**src/sv/kmc_pkg.sv**
```systemverilog
//------------------------------------------------------------------------------
// kmc_pkg
// Shared constants and types for the 2-D Manhattan k-means block.
//------------------------------------------------------------------------------
package kmc_pkg;

  localparam int unsigned MaxPointsDefault   = 16;
  localparam int unsigned NumClustersDefault = 3;
  localparam int unsigned CoordW             = 32;
  localparam int unsigned PassW              = 8;
  localparam int unsigned TolW               = 16;
  localparam int unsigned CfgW               = 16;
  localparam int unsigned CfgIdxW            = 1;
  localparam int unsigned CidW               = 3;

  localparam logic [CfgIdxW-1:0] RegMaxPasses = 1'b0;
  localparam logic [CfgIdxW-1:0] RegTolerance = 1'b1;

  localparam logic [PassW-1:0] MaxPassesReset = 8'd100;
  localparam logic [TolW-1:0]  ToleranceReset = 16'd1;

  // Controller to datapath commands.
  typedef struct packed {
    logic store_pt;     // write incoming point at load count
    logic init_cent;    // centroid c from point c (or zero)
    logic clr_acc;      // clear sums and counts
    logic rd_pt;        // issue store read at point index
    logic assign_pt;    // fold read point into nearest cluster
    logic div_start;    // start mean for cluster
    logic div_sel_y;    // divide y sum (else x)
    logic div_done_wr;  // write quotient to centroid
    logic snap_prev;    // snapshot centroids
    logic chk_clear;    // set settled flag
    logic chk_cent;     // compare centroid against snapshot
  } kmc_cmd_t;

  typedef struct packed {
    logic div_busy;
    logic settled;
    logic empty_cl;     // selected cluster has no members
  } kmc_sts_t;

endpackage

```
**src/sv/kmc_ram.sv**
```systemverilog
//------------------------------------------------------------------------------
// kmc_ram
// Generic single-port RAM with registered read.
//------------------------------------------------------------------------------
module kmc_ram #(
  parameter int unsigned Width = 32,
  parameter int unsigned Depth = 16
) (
  input  logic                     clk_i,
  input  logic                     we_i,
  input  logic [$clog2(Depth)-1:0] addr_i,
  input  logic [Width-1:0]         wdata_i,
  output logic [Width-1:0]         rdata_o
);

  logic [Width-1:0] mem_q [Depth];

  // write or read one entry a cycle
  always_ff @(posedge clk_i) begin
    if (we_i) begin
      mem_q[addr_i] <= wdata_i;
    end
    rdata_o <= mem_q[addr_i];
  end

endmodule

```
**src/sv/kmc_div.sv**
```systemverilog
//------------------------------------------------------------------------------
// kmc_div
// Signed sum over unsigned count, truncated toward zero, one quotient bit
// per cycle.
//------------------------------------------------------------------------------
module kmc_div #(
  parameter int unsigned NumW = 42,
  parameter int unsigned DenW = 11
) (
  input  logic            clk_i,
  input  logic            rst_ni,
  input  logic            start_i,
  input  logic [NumW-1:0] num_i,
  input  logic [DenW-1:0] den_i,
  output logic            busy_o,
  output logic [31:0]     quot_o
);

  localparam int unsigned CntW = $clog2(NumW + 1);

  logic            busy_q, busy_d;
  logic [CntW-1:0] cnt_q, cnt_d;
  logic            neg_q, neg_d;
  logic [NumW-1:0] quo_q, quo_d;
  logic [DenW:0]   rem_q, rem_d;
  logic [DenW-1:0] den_q, den_d;
  logic [DenW:0]   trial;
  logic [NumW-1:0] qneg;

  always_comb begin
    busy_d = busy_q;
    cnt_d  = cnt_q;
    neg_d  = neg_q;
    quo_d  = quo_q;
    rem_d  = rem_q;
    den_d  = den_q;
    trial  = {rem_q[DenW-1:0], quo_q[NumW-1]};
    if (start_i) begin
      // latch magnitude and sign
      busy_d = 1'b1;
      cnt_d  = CntW'(NumW);
      neg_d  = num_i[NumW-1];
      quo_d  = num_i[NumW-1] ? (~num_i + NumW'(1)) : num_i;
      rem_d  = '0;
      den_d  = den_i;
    end else if (busy_q) begin
      // shift in one bit, subtract when it fits
      if (trial >= {1'b0, den_q}) begin
        rem_d = trial - {1'b0, den_q};
        quo_d = {quo_q[NumW-2:0], 1'b1};
      end else begin
        rem_d = trial;
        quo_d = {quo_q[NumW-2:0], 1'b0};
      end
      cnt_d = cnt_q - CntW'(1);
      if (cnt_q == CntW'(1)) begin
        busy_d = 1'b0;
      end
    end
  end

  always_ff @(posedge clk_i or negedge rst_ni) begin
    if (!rst_ni) begin
      busy_q <= 1'b0;
      cnt_q  <= '0;
    end else begin
      busy_q <= busy_d;
      cnt_q  <= cnt_d;
    end
  end

  always_ff @(posedge clk_i) begin
    neg_q <= neg_d;
    quo_q <= quo_d;
    rem_q <= rem_d;
    den_q <= den_d;
  end

  assign qneg   = neg_q ? (~quo_q + NumW'(1)) : quo_q;
  assign busy_o = busy_q;
  assign quot_o = qneg[31:0];

endmodule

```
**src/sv/kmc_datapath.sv**
```systemverilog
//------------------------------------------------------------------------------
// kmc_datapath
// Point store, centroids, per-cluster sums, nearest-centroid search and mean.
//------------------------------------------------------------------------------
module kmc_datapath #(
  parameter int unsigned MaxPoints   = kmc_pkg::MaxPointsDefault,
  parameter int unsigned NumClusters = kmc_pkg::NumClustersDefault,
  localparam int unsigned PtW  = $clog2(MaxPoints),
  localparam int unsigned LdW  = $clog2(MaxPoints + 1),
  localparam int unsigned ClW  = $clog2(NumClusters),
  localparam int unsigned SumW = 32 + LdW
) (
  input  logic                          clk_i,
  input  logic                          rst_ni,
  input  kmc_pkg::kmc_cmd_t             cmd_i,
  input  logic [ClW-1:0]                cl_i,
  input  logic [PtW-1:0]                pt_i,
  input  logic [kmc_pkg::TolW-1:0]      tol_i,
  input  logic signed [31:0]            point_x_i,
  input  logic signed [31:0]            point_y_i,
  input  logic [LdW-1:0]                load_cnt_i,
  output kmc_pkg::kmc_sts_t             sts_o,
  output logic signed [31:0]            cent_x_o,
  output logic signed [31:0]            cent_y_o
);

  logic signed [31:0]   cx_q [NumClusters];
  logic signed [31:0]   cy_q [NumClusters];
  logic signed [31:0]   px_q [NumClusters];
  logic signed [31:0]   py_q [NumClusters];
  logic signed [SumW-1:0] sx_q [NumClusters];
  logic signed [SumW-1:0] sy_q [NumClusters];
  logic [LdW-1:0]       mc_q [NumClusters];
  logic                 settled_q;
  logic [31:0]          rx, ry;
  logic                 we;
  logic [PtW-1:0]       addr;
  logic signed [34:0]   mdist [NumClusters];
  logic [ClW-1:0]       best;
  logic signed [34:0]   best_d;
  logic signed [32:0]   dx, dy, tx, ty;
  logic [31:0]          quot;
  logic                 div_busy;
  logic [SumW-1:0]      num;

  // store write while loading, read by index otherwise
  assign we   = cmd_i.store_pt;
  assign addr = cmd_i.store_pt ? load_cnt_i[PtW-1:0] : pt_i;

  kmc_ram #(.Width(32), .Depth(MaxPoints)) u_ram_x (
    .clk_i(clk_i), .we_i(we), .addr_i(addr), .wdata_i(point_x_i), .rdata_o(rx)
  );
  kmc_ram #(.Width(32), .Depth(MaxPoints)) u_ram_y (
    .clk_i(clk_i), .we_i(we), .addr_i(addr), .wdata_i(point_y_i), .rdata_o(ry)
  );

  // distance per centroid, strict less keeps the lower index
  always_comb begin
    for (int c = 0; c < NumClusters; c++) begin
      dx = 33'(cx_q[c]) - 33'($signed(rx));
      dy = 33'(cy_q[c]) - 33'($signed(ry));
      mdist[c] = 35'(dx[32] ? -dx : dx) + 35'(dy[32] ? -dy : dy);
    end
    best   = '0;
    best_d = mdist[0];
    for (int c = 1; c < NumClusters; c++) begin
      if (mdist[c] < best_d) begin
        best_d = mdist[c];
        best   = ClW'(c);
      end
    end
  end

  assign num = cmd_i.div_sel_y ? sy_q[cl_i] : sx_q[cl_i];

  kmc_div #(.NumW(SumW), .DenW(LdW)) u_div (
    .clk_i(clk_i), .rst_ni(rst_ni), .start_i(cmd_i.div_start),
    .num_i(num), .den_i(mc_q[cl_i]), .busy_o(div_busy), .quot_o(quot)
  );

  assign tx = 33'(cx_q[cl_i]) - 33'(px_q[cl_i]);
  assign ty = 33'(cy_q[cl_i]) - 33'(py_q[cl_i]);

  // centroid and accumulator update
  always_ff @(posedge clk_i) begin
    for (int c = 0; c < NumClusters; c++) begin
      if (cmd_i.init_cent && !cmd_i.assign_pt) begin
        cx_q[c] <= '0;
        cy_q[c] <= '0;
      end
      if (cmd_i.clr_acc) begin
        sx_q[c] <= '0;
        sy_q[c] <= '0;
        mc_q[c] <= '0;
      end
      if (cmd_i.snap_prev) begin
        px_q[c] <= cx_q[c];
        py_q[c] <= cy_q[c];
      end
    end
    if (cmd_i.init_cent && cmd_i.assign_pt) begin
      // seed centroid from point just read
      cx_q[cl_i] <= rx;
      cy_q[cl_i] <= ry;
    end else if (cmd_i.assign_pt) begin
      sx_q[best] <= sx_q[best] + SumW'($signed(rx));
      sy_q[best] <= sy_q[best] + SumW'($signed(ry));
      mc_q[best] <= mc_q[best] + LdW'(1);
    end
    if (cmd_i.div_done_wr) begin
      if (cmd_i.div_sel_y) begin
        cy_q[cl_i] <= quot;
      end else begin
        cx_q[cl_i] <= quot;
      end
    end
  end

  // convergence flag
  always_ff @(posedge clk_i or negedge rst_ni) begin
    if (!rst_ni) begin
      settled_q <= 1'b0;
    end else if (cmd_i.chk_clear) begin
      settled_q <= 1'b1;
    end else if (cmd_i.chk_cent) begin
      if (!((tx[32] ? -tx : tx) < 33'(tol_i) && (ty[32] ? -ty : ty) < 33'(tol_i))) begin
        settled_q <= 1'b0;
      end
    end
  end

  assign sts_o.div_busy = div_busy;
  assign sts_o.settled  = settled_q;
  assign sts_o.empty_cl = (mc_q[cl_i] == '0);
  assign cent_x_o       = cx_q[cl_i];
  assign cent_y_o       = cy_q[cl_i];

endmodule

```
**src/sv/kmc_ctrl.sv**
```systemverilog
//------------------------------------------------------------------------------
// kmc_ctrl
// Sequencer: load, seed, assign, mean, convergence check and emit.
//------------------------------------------------------------------------------
module kmc_ctrl #(
  parameter int unsigned MaxPoints   = kmc_pkg::MaxPointsDefault,
  parameter int unsigned NumClusters = kmc_pkg::NumClustersDefault,
  localparam int unsigned PtW = $clog2(MaxPoints),
  localparam int unsigned LdW = $clog2(MaxPoints + 1),
  localparam int unsigned ClW = $clog2(NumClusters)
) (
  input  logic                     clk_i,
  input  logic                     rst_ni,
  input  logic                     in_valid,
  output logic                     in_stall,
  input  logic                     last_point_i,
  output logic                     out_valid,
  input  logic                     out_stall,
  input  logic [kmc_pkg::PassW-1:0] max_passes_i,
  input  kmc_pkg::kmc_sts_t        sts_i,
  output kmc_pkg::kmc_cmd_t        cmd_o,
  output logic [ClW-1:0]           cl_o,
  output logic [PtW-1:0]           pt_o,
  output logic [LdW-1:0]           load_cnt_o,
  output logic [kmc_pkg::PassW-1:0] passes_o,
  output logic                     last_o
);

  localparam logic [3:0] SLoad   = 4'd0;
  localparam logic [3:0] SSeedRd = 4'd1;
  localparam logic [3:0] SSeedWr = 4'd2;
  localparam logic [3:0] SPass   = 4'd3;
  localparam logic [3:0] SRd     = 4'd4;
  localparam logic [3:0] SAsg    = 4'd5;
  localparam logic [3:0] SDivX   = 4'd6;
  localparam logic [3:0] SWaitX  = 4'd7;
  localparam logic [3:0] SDivY   = 4'd8;
  localparam logic [3:0] SWaitY  = 4'd9;
  localparam logic [3:0] SChk    = 4'd10;
  localparam logic [3:0] SNext   = 4'd11;
  localparam logic [3:0] SEmit   = 4'd12;

  logic [3:0]                state_q, state_d;
  logic [LdW-1:0]            ld_q, ld_d;
  logic [ClW-1:0]            cl_q, cl_d;
  logic [LdW-1:0]            pt_q, pt_d;
  logic [kmc_pkg::PassW-1:0] pass_q, pass_d, limit;
  logic                      acc;

  assign limit = (max_passes_i == '0) ? kmc_pkg::PassW'(1) : max_passes_i;
  assign acc   = in_valid && (state_q == SLoad);

  always_comb begin
    state_d = state_q;
    ld_d    = ld_q;
    cl_d    = cl_q;
    pt_d    = pt_q;
    pass_d  = pass_q;
    cmd_o   = '0;
    case (state_q)
      SLoad: begin
        // store point while room remains
        if (acc) begin
          if (ld_q < LdW'(MaxPoints)) begin
            cmd_o.store_pt = 1'b1;
            ld_d = ld_q + LdW'(1);
          end
          if (last_point_i) begin
            cmd_o.init_cent = 1'b1;
            cl_d    = '0;
            state_d = SSeedRd;
          end
        end
      end
      SSeedRd: begin
        if (LdW'(cl_q) < ld_q) begin
          state_d = SSeedWr;
        end else begin
          cmd_o.clr_acc = 1'b1;
          cmd_o.snap_prev = 1'b1;
          pass_d  = '0;
          state_d = SPass;
        end
      end
      SSeedWr: begin
        cmd_o.init_cent = 1'b1;
        cmd_o.assign_pt = 1'b1;
        if (cl_q == ClW'(NumClusters - 1)) begin
          state_d = SPass;
          pass_d  = '0;
        end else begin
          cl_d    = cl_q + ClW'(1);
          state_d = SSeedRd;
        end
      end
      SPass: begin
        // begin one pass
        cmd_o.clr_acc   = 1'b1;
        cmd_o.snap_prev = 1'b1;
        cmd_o.chk_clear = 1'b1;
        pass_d  = pass_q + kmc_pkg::PassW'(1);
        pt_d    = '0;
        state_d = SRd;
      end
      SRd: begin
        state_d = SAsg;
      end
      SAsg: begin
        cmd_o.assign_pt = 1'b1;
        pt_d = pt_q + LdW'(1);
        if (pt_q + LdW'(1) < ld_q) begin
          state_d = SRd;
        end else begin
          cl_d    = '0;
          state_d = SDivX;
        end
      end
      SDivX: begin
        if (sts_i.empty_cl) begin
          state_d = SChk;
        end else begin
          cmd_o.div_start = 1'b1;
          state_d = SWaitX;
        end
      end
      SWaitX: begin
        if (!sts_i.div_busy) begin
          cmd_o.div_done_wr = 1'b1;
          state_d = SDivY;
        end
      end
      SDivY: begin
        cmd_o.div_sel_y = 1'b1;
        cmd_o.div_start = 1'b1;
        state_d = SWaitY;
      end
      SWaitY: begin
        cmd_o.div_sel_y = 1'b1;
        if (!sts_i.div_busy) begin
          cmd_o.div_done_wr = 1'b1;
          state_d = SChk;
        end
      end
      SChk: begin
        cmd_o.chk_cent = 1'b1;
        if (cl_q == ClW'(NumClusters - 1)) begin
          state_d = SNext;
        end else begin
          cl_d    = cl_q + ClW'(1);
          state_d = SDivX;
        end
      end
      SNext: begin
        cl_d = '0;
        if (sts_i.settled || pass_q >= limit) begin
          state_d = SEmit;
        end else begin
          state_d = SPass;
        end
      end
      SEmit: begin
        // drain one result per beat
        if (!out_stall) begin
          if (cl_q == ClW'(NumClusters - 1)) begin
            ld_d    = '0;
            state_d = SLoad;
          end else begin
            cl_d = cl_q + ClW'(1);
          end
        end
      end
      default: begin
        state_d = SLoad;
      end
    endcase
  end

  always_ff @(posedge clk_i or negedge rst_ni) begin
    if (!rst_ni) begin
      state_q <= SLoad;
      ld_q    <= '0;
      cl_q    <= '0;
      pt_q    <= '0;
      pass_q  <= '0;
    end else begin
      state_q <= state_d;
      ld_q    <= ld_d;
      cl_q    <= cl_d;
      pt_q    <= pt_d;
      pass_q  <= pass_d;
    end
  end

  assign in_stall   = (state_q != SLoad);
  assign out_valid  = (state_q == SEmit);
  assign cl_o       = cl_q;
  assign pt_o       = (state_q == SSeedRd) ? PtW'(cl_q) : pt_q[PtW-1:0];
  assign load_cnt_o = ld_q;
  assign passes_o   = pass_q;
  assign last_o     = (cl_q == ClW'(NumClusters - 1));

endmodule

```
**src/sv/kmeans_2d_manhattan_clustering_unit.sv**
```systemverilog
//------------------------------------------------------------------------------
// kmeans_2d_manhattan_clustering_unit
// K-means of signed Q16.16 2-D points under Manhattan distance.
//
// Channel  Direction  Handshake             Beat
// in       input      in_valid / in_stall   point_x, point_y, last_point
// out      output     out_valid / out_stall one centroid with run status
// cfg      input      cfg_we                max_passes, converge_tolerance
//
// Loading accepts one point per cycle. Each pass then reads and assigns every
// stored point and, for each non-empty cluster, runs two shift-subtract
// divisions of 32+log2(MaxPoints+1) steps, x then y, each written back once
// the divider is idle; empty clusters skip the divisions.
// Reset empties the store and returns to loading. in_stall is high from the
// last point until the final centroid beat is taken; out_stall holds a beat.
//------------------------------------------------------------------------------
module kmeans_2d_manhattan_clustering_unit #(
  parameter int unsigned MaxPoints   = kmc_pkg::MaxPointsDefault,
  parameter int unsigned NumClusters = kmc_pkg::NumClustersDefault
) (
  input  logic                        clk_i,
  input  logic                        rst_ni,
  input  logic                        in_valid,
  output logic                        in_stall,
  input  logic signed [31:0]          point_x_i,
  input  logic signed [31:0]          point_y_i,
  input  logic                        last_point_i,
  output logic                        out_valid,
  input  logic                        out_stall,
  output logic [kmc_pkg::CidW-1:0]    cluster_index_o,
  output logic signed [31:0]          centroid_x_o,
  output logic signed [31:0]          centroid_y_o,
  output logic [kmc_pkg::PassW-1:0]   passes_run_o,
  output logic                        converged_o,
  output logic                        last_centroid_o,
  input  logic                        cfg_we,
  input  logic [kmc_pkg::CfgIdxW-1:0] cfg_index,
  input  logic [kmc_pkg::CfgW-1:0]    cfg_data
);

  localparam int unsigned PtW = $clog2(MaxPoints);
  localparam int unsigned LdW = $clog2(MaxPoints + 1);
  localparam int unsigned ClW = $clog2(NumClusters);

  logic [kmc_pkg::PassW-1:0] max_passes_q;
  logic [kmc_pkg::TolW-1:0]  tol_q;
  kmc_pkg::kmc_cmd_t         cmd;
  kmc_pkg::kmc_sts_t         sts;
  logic [ClW-1:0]            cl;
  logic [PtW-1:0]            pt;
  logic [LdW-1:0]            ld;

  // configuration registers
  always_ff @(posedge clk_i or negedge rst_ni) begin
    if (!rst_ni) begin
      max_passes_q <= kmc_pkg::MaxPassesReset;
      tol_q        <= kmc_pkg::ToleranceReset;
    end else if (cfg_we) begin
      case (cfg_index)
        kmc_pkg::RegMaxPasses: max_passes_q <= cfg_data[kmc_pkg::PassW-1:0];
        kmc_pkg::RegTolerance: tol_q        <= cfg_data;
        default: ;
      endcase
    end
  end

  kmc_ctrl #(.MaxPoints(MaxPoints), .NumClusters(NumClusters)) u_ctrl (
    .clk_i(clk_i), .rst_ni(rst_ni), .in_valid(in_valid), .in_stall(in_stall),
    .last_point_i(last_point_i), .out_valid(out_valid), .out_stall(out_stall),
    .max_passes_i(max_passes_q), .sts_i(sts), .cmd_o(cmd), .cl_o(cl),
    .pt_o(pt), .load_cnt_o(ld), .passes_o(passes_run_o), .last_o(last_centroid_o)
  );

  kmc_datapath #(.MaxPoints(MaxPoints), .NumClusters(NumClusters)) u_dp (
    .clk_i(clk_i), .rst_ni(rst_ni), .cmd_i(cmd), .cl_i(cl), .pt_i(pt),
    .tol_i(tol_q), .point_x_i(point_x_i), .point_y_i(point_y_i),
    .load_cnt_i(ld), .sts_o(sts), .cent_x_o(centroid_x_o), .cent_y_o(centroid_y_o)
  );

  assign cluster_index_o = kmc_pkg::CidW'(cl);
  assign converged_o     = sts.settled;

endmodule
```
**config.mk**
```make
export PLATFORM = sky130hd
export DESIGN_NAME = kmeans_2d_manhattan_clustering_unit
export DESIGN_NICKNAME = d
export VERILOG_FILES = /design/src/sv/kmc_pkg.sv /design/src/sv/kmc_ram.sv /design/src/sv/kmc_div.sv /design/src/sv/kmc_datapath.sv /design/src/sv/kmc_ctrl.sv /design/src/sv/kmeans_2d_manhattan_clustering_unit.sv
export SDC_FILE = /design/constraint.sdc
export NUM_CORES = 2
export LEC_CHECK = 0
export BUFFER_PORTS_ARGS = -buffer_cell sky130_fd_sc_hd__buf_2
export CELL_PAD_IN_SITES_DETAIL_PLACEMENT = 1
export CELL_PAD_IN_SITES_GLOBAL_PLACEMENT = 1
export CORE_MARGIN = 4
export CORE_UTILIZATION = 40
export DETAILED_ROUTE_END_ITERATION = 16
export PLACE_DENSITY = 0.69
export SLEW_MARGIN = 20
export SYNTH_ARGS = -nofsm -noshare
export SYNTH_HDL_FRONTEND = slang
export SYNTH_SLANG_ARGS = --single-unit
```
**constraint.sdc**
```tcl
create_clock -name clk_i -period 25 [get_ports clk_i]
set_input_delay 1.25 -clock clk_i [delete_from_list [all_inputs] [get_ports clk_i]]
set_output_delay 1.25 -clock clk_i [all_outputs]
set_load 0.01 [all_outputs]
```
==> impl_metrics.py <==
metrics = {
    "routing": {
        "vias": 75650,
        "wire_per_inst_um": 28.99,
        "drc_errors": 0,
        "drtIter0Drc": 6225,
        "ant_nets": 0,
        "avgViaCountPerCell": 5.910,
        "routed_wl_um": 371100,
        "drt_first_pass_iters": 6,
    },
    "clocking": {
        "clk_pin_slew_ns": 0.06,
        "post_cts_buffers": 0,
        "clockRootBuffer": "clkbuf_16",
        "cts_made_buffers": 215,
        "hold_buffers": 0,
        "post_cts_resized": 0,
        "clk_latency_ns": 0.91,
        "cts_buffer_depth": 4,
        "tritoncts": "yes",
        "cts_max_level": 4,
        "clock_sinks": 1956,
    },
    "critical_path": {
        "crit_path_start": "u_dp.cx_q[1][0]$_SDFFCE_PN0P_",
        "reg2reg_to": "u_dp.sx_q[0][35]$_SDFFCE_PN0P_",
        "slowest_stage": "or4b_2",
        "crit_path_end": "u_dp.sx_q[0][35]$_SDFFCE_PN0P_",
        "worstSetupEndpointType": "register",
        "path_delay_family": "compound AO/OA/AOI/OAI gates",
        "cp.depth": 71,
        "path_buf_inv": 3,
        "crit_type": "register to register",
        "r2r-start": "u_dp.cx_q[1][0]$_SDFFCE_PN0P_",
        "critical_path.startpoint_type": "register",
        "slowest_delay_ns": 0.76,
        "worstPathArrival_ns": 19.43,
        "crit_path_frequent_cell": "a21o_1",
        "worstPathRequired_ns": 25.64,
        "rrSetupSlack_ns": 6.21,
        "worstRegToRegCells": 71,
        "crit_fanout": 84,
    },
    "layout": {
        "regArea_mm2": 0.05778,
        "syn2layout_area_growth_pct": 11.84,
        "multi_input_area_mm2": 0.04799,
        "layout-drive-gt1-share_pct": 12.70,
        "nNetsFinal": 9723,
        "fillers": 27990,
    },
    "timing": {
        "setup_tns_ns": 0,
        "timing.slew.headroom_pct": 20.58,
        "setup_viol_count_final": 0,
        "fin_crit_ns": 18.79,
        "clock_skew_ns": 0.1180,
        "fmax_mhz": 53.21,
        "worst_slew_pin_slew_ns": 1.187,
        "slew_viol_final": 0,
        "fin_crit_sh_pct": 75.18,
        "rsz0062_at_grt": "no",
        "hold_violations": 0,
    },
    "yosys": {
        "yosys.cell_types.count": 105,
        "synth_commonest_cells": "1,831 x edfxtp_1, 878 x nor2_1, 564 x ha_1",
        "synth_most_common_cell": "edfxtp_1",
        "synth-edff-count": 1831,
        "synth.area.top_cells": "edfxtp_1 51%, mux4_2 8.3%, ha_1 6.5%",
        "yosysTopAreaCell": "edfxtp_1",
        "syn_inst": 8783,
        "ys.flop_type": "edfxtp_1",
        "synthArstFlopShare_pct": 2.863,
        "synth_seq_area_share_pct": 53.55,
        "syn-cell-area_mm2": 0.1079,
        "synth-warning-count": 0,
        "syn_area_per_cell_um2": 12.28,
        "synth_top_area_share_pct": 50.96,
        "synth_seq_cells": 1956,
    },
    "flow_run": {
        "maxCapViolations": 0,
    },
    "grt": {
        "grtUsageMet2_pct": 44.95,
        "gr-usage-met3_pct": 3.568,
        "top_usage_layer": "met2",
        "grt_pass1_vias": 78510,
        "antenna_found_initial": 47,
        "grt_first_pass_wirelength_um": 537900,
        "met1_usage_pct": 32.76,
        "grt_usage_pct": 26.12,
        "grt_max_degree": 153,
        "grt_overflow": 0,
    },
    "floorplan": {
        "pin_count": 166,
        "die_x_um": 527.4,
        "row_count": 190,
        "coreArea_mm2": 0.2682,
        "die_h_um": 527.4,
        "start_util_pct": 40.23,
        "dieArea_mm2": 0.2781,
    },
    "min_path": {
        "worstHoldStart": "u_dp.u_div.rem_q[4]$_SDFFE_PP0P_",
        "hp-class": "register to register",
    },
    "placed_design": {
        "gp_congestion": 0.9811,
        "dp_hpwl_um": 270400,
        "port_buffers": 164,
    },
    "run_status": {
        "status": "complete, no violations",
    },
}
==> worst min-delay path, cell delays in order, from the launching register on <==
cell,delay (ns)
dfxtp_1,0.31
nand2b_1,0.07
a21oi_1,0.06
==> worst min-delay path by stage <==
stage / endpoint / slack (ns) / depth (start not counted)
floorplan: u_dp.px_q[1][0]$_DFFE_PP_ / 0.44 / 0
global placement: u_dp.u_div.rem_q[4]$_SDFFE_PP0P_ / 0.46 / 2
detailed placement: u_dp.u_div.rem_q[4]$_SDFFE_PP0P_ / 0.47 / 2
CTS: u_dp.u_div.rem_q[4]$_SDFFE_PP0P_ / 0.48 / 2
global route: u_dp.py_q[0][18]$_DFFE_PP_ / 0.49 / 0
finish: u_dp.u_div.rem_q[4]$_SDFFE_PP0P_ / 0.48 / 2
==> sequential cells by signal, summed over array words and instances, names as in the netlist, 4 cells and up <==
name	cells
u_dp.u_ram_x.mem_q	512
u_dp.u_ram_y.mem_q	512
u_dp.sx_q	148
u_dp.sy_q	148
u_dp.cx_q	128
u_dp.cy_q	128
u_dp.px_q	96
u_dp.py_q	96
u_dp.u_div.quo_q	37
u_dp.u_ram_x.rdata_o	32
u_dp.u_ram_y.rdata_o	32
u_dp.mc_q	20
tol_q	16
max_passes_q	8
u_ctrl.passes_o	8
u_dp.u_div.cnt_q	6
u_ctrl.load_cnt_o	5
u_ctrl.pt_q	5
u_dp.u_div.den_q	5
u_dp.u_div.rem_q	5
u_ctrl.state_q	4
==> final cells by class <==
cell class | instances | share of cell area (%)
Sequential cell | 1956 | 47.88
Multi-Input combinational cell | 6174 | 39.77
Clock buffer | 283 | 4.838
Tap cell | 3552 | 3.683
Timing Repair Buffer | 296 | 1.564
Inverter | 415 | 1.297
Clock inverter | 111 | 0.9374
Antenna cell | 13 | 0.02696
==> routing by layer <==
layer  up-vias  wire [um]
met1     39110     148200
met4        18      19110
li1      33760          -
met2      2148     183100
met5         -        126
met3       618      20520
==> stage by stage <==
stage                     cell area, um^2  setup WS [ns]  cells  hold slack [ns]  util [%]
after CTS                          120600          6.391  12790           0.4793     44.98
after global routing               120600          5.004  12790           0.4872     44.99
after global placement             113700          6.546  12390           0.4575     42.38
final                              120700          6.206  12800           0.4790     45.00
after floorplan                    108200          7.427   8868           0.4442         -
after detailed placement           113700          6.385  12390           0.4694     42.39
==> cells by family (layout without fill, tap and decap cells) <==
family,count (synthesis),count (layout),share of synthesized area (%)
muxes,619,619,10.40
other,1,99,0.003476
adders and majority gates,579,579,6.810
AOI/OAI and AO/OA,1927,1927,11.36
DFF,1956,1956,53.55
and+or+nand+nor,2312,2312,9.962
buffers and inverters,738,1105,2.629
xor gates and xnor gates,651,651,5.298
==> cell usage in the layout, fill, tap and decap left out, drive strengths merged, types with 206 or more instances in the layout <==
cell type / count
clkbuf: 283
buf: 296
xor2: 247
inv: 417
ha: 564
nor2: 878
edfxtp: 1831
mux4: 399
o21ai: 471
nand2: 546
xnor2: 403
a21oi: 535
nor3: 206
Power is not shown: default switching activity piles up to over one toggle a cycle in this logic, so the estimate is an artifact.
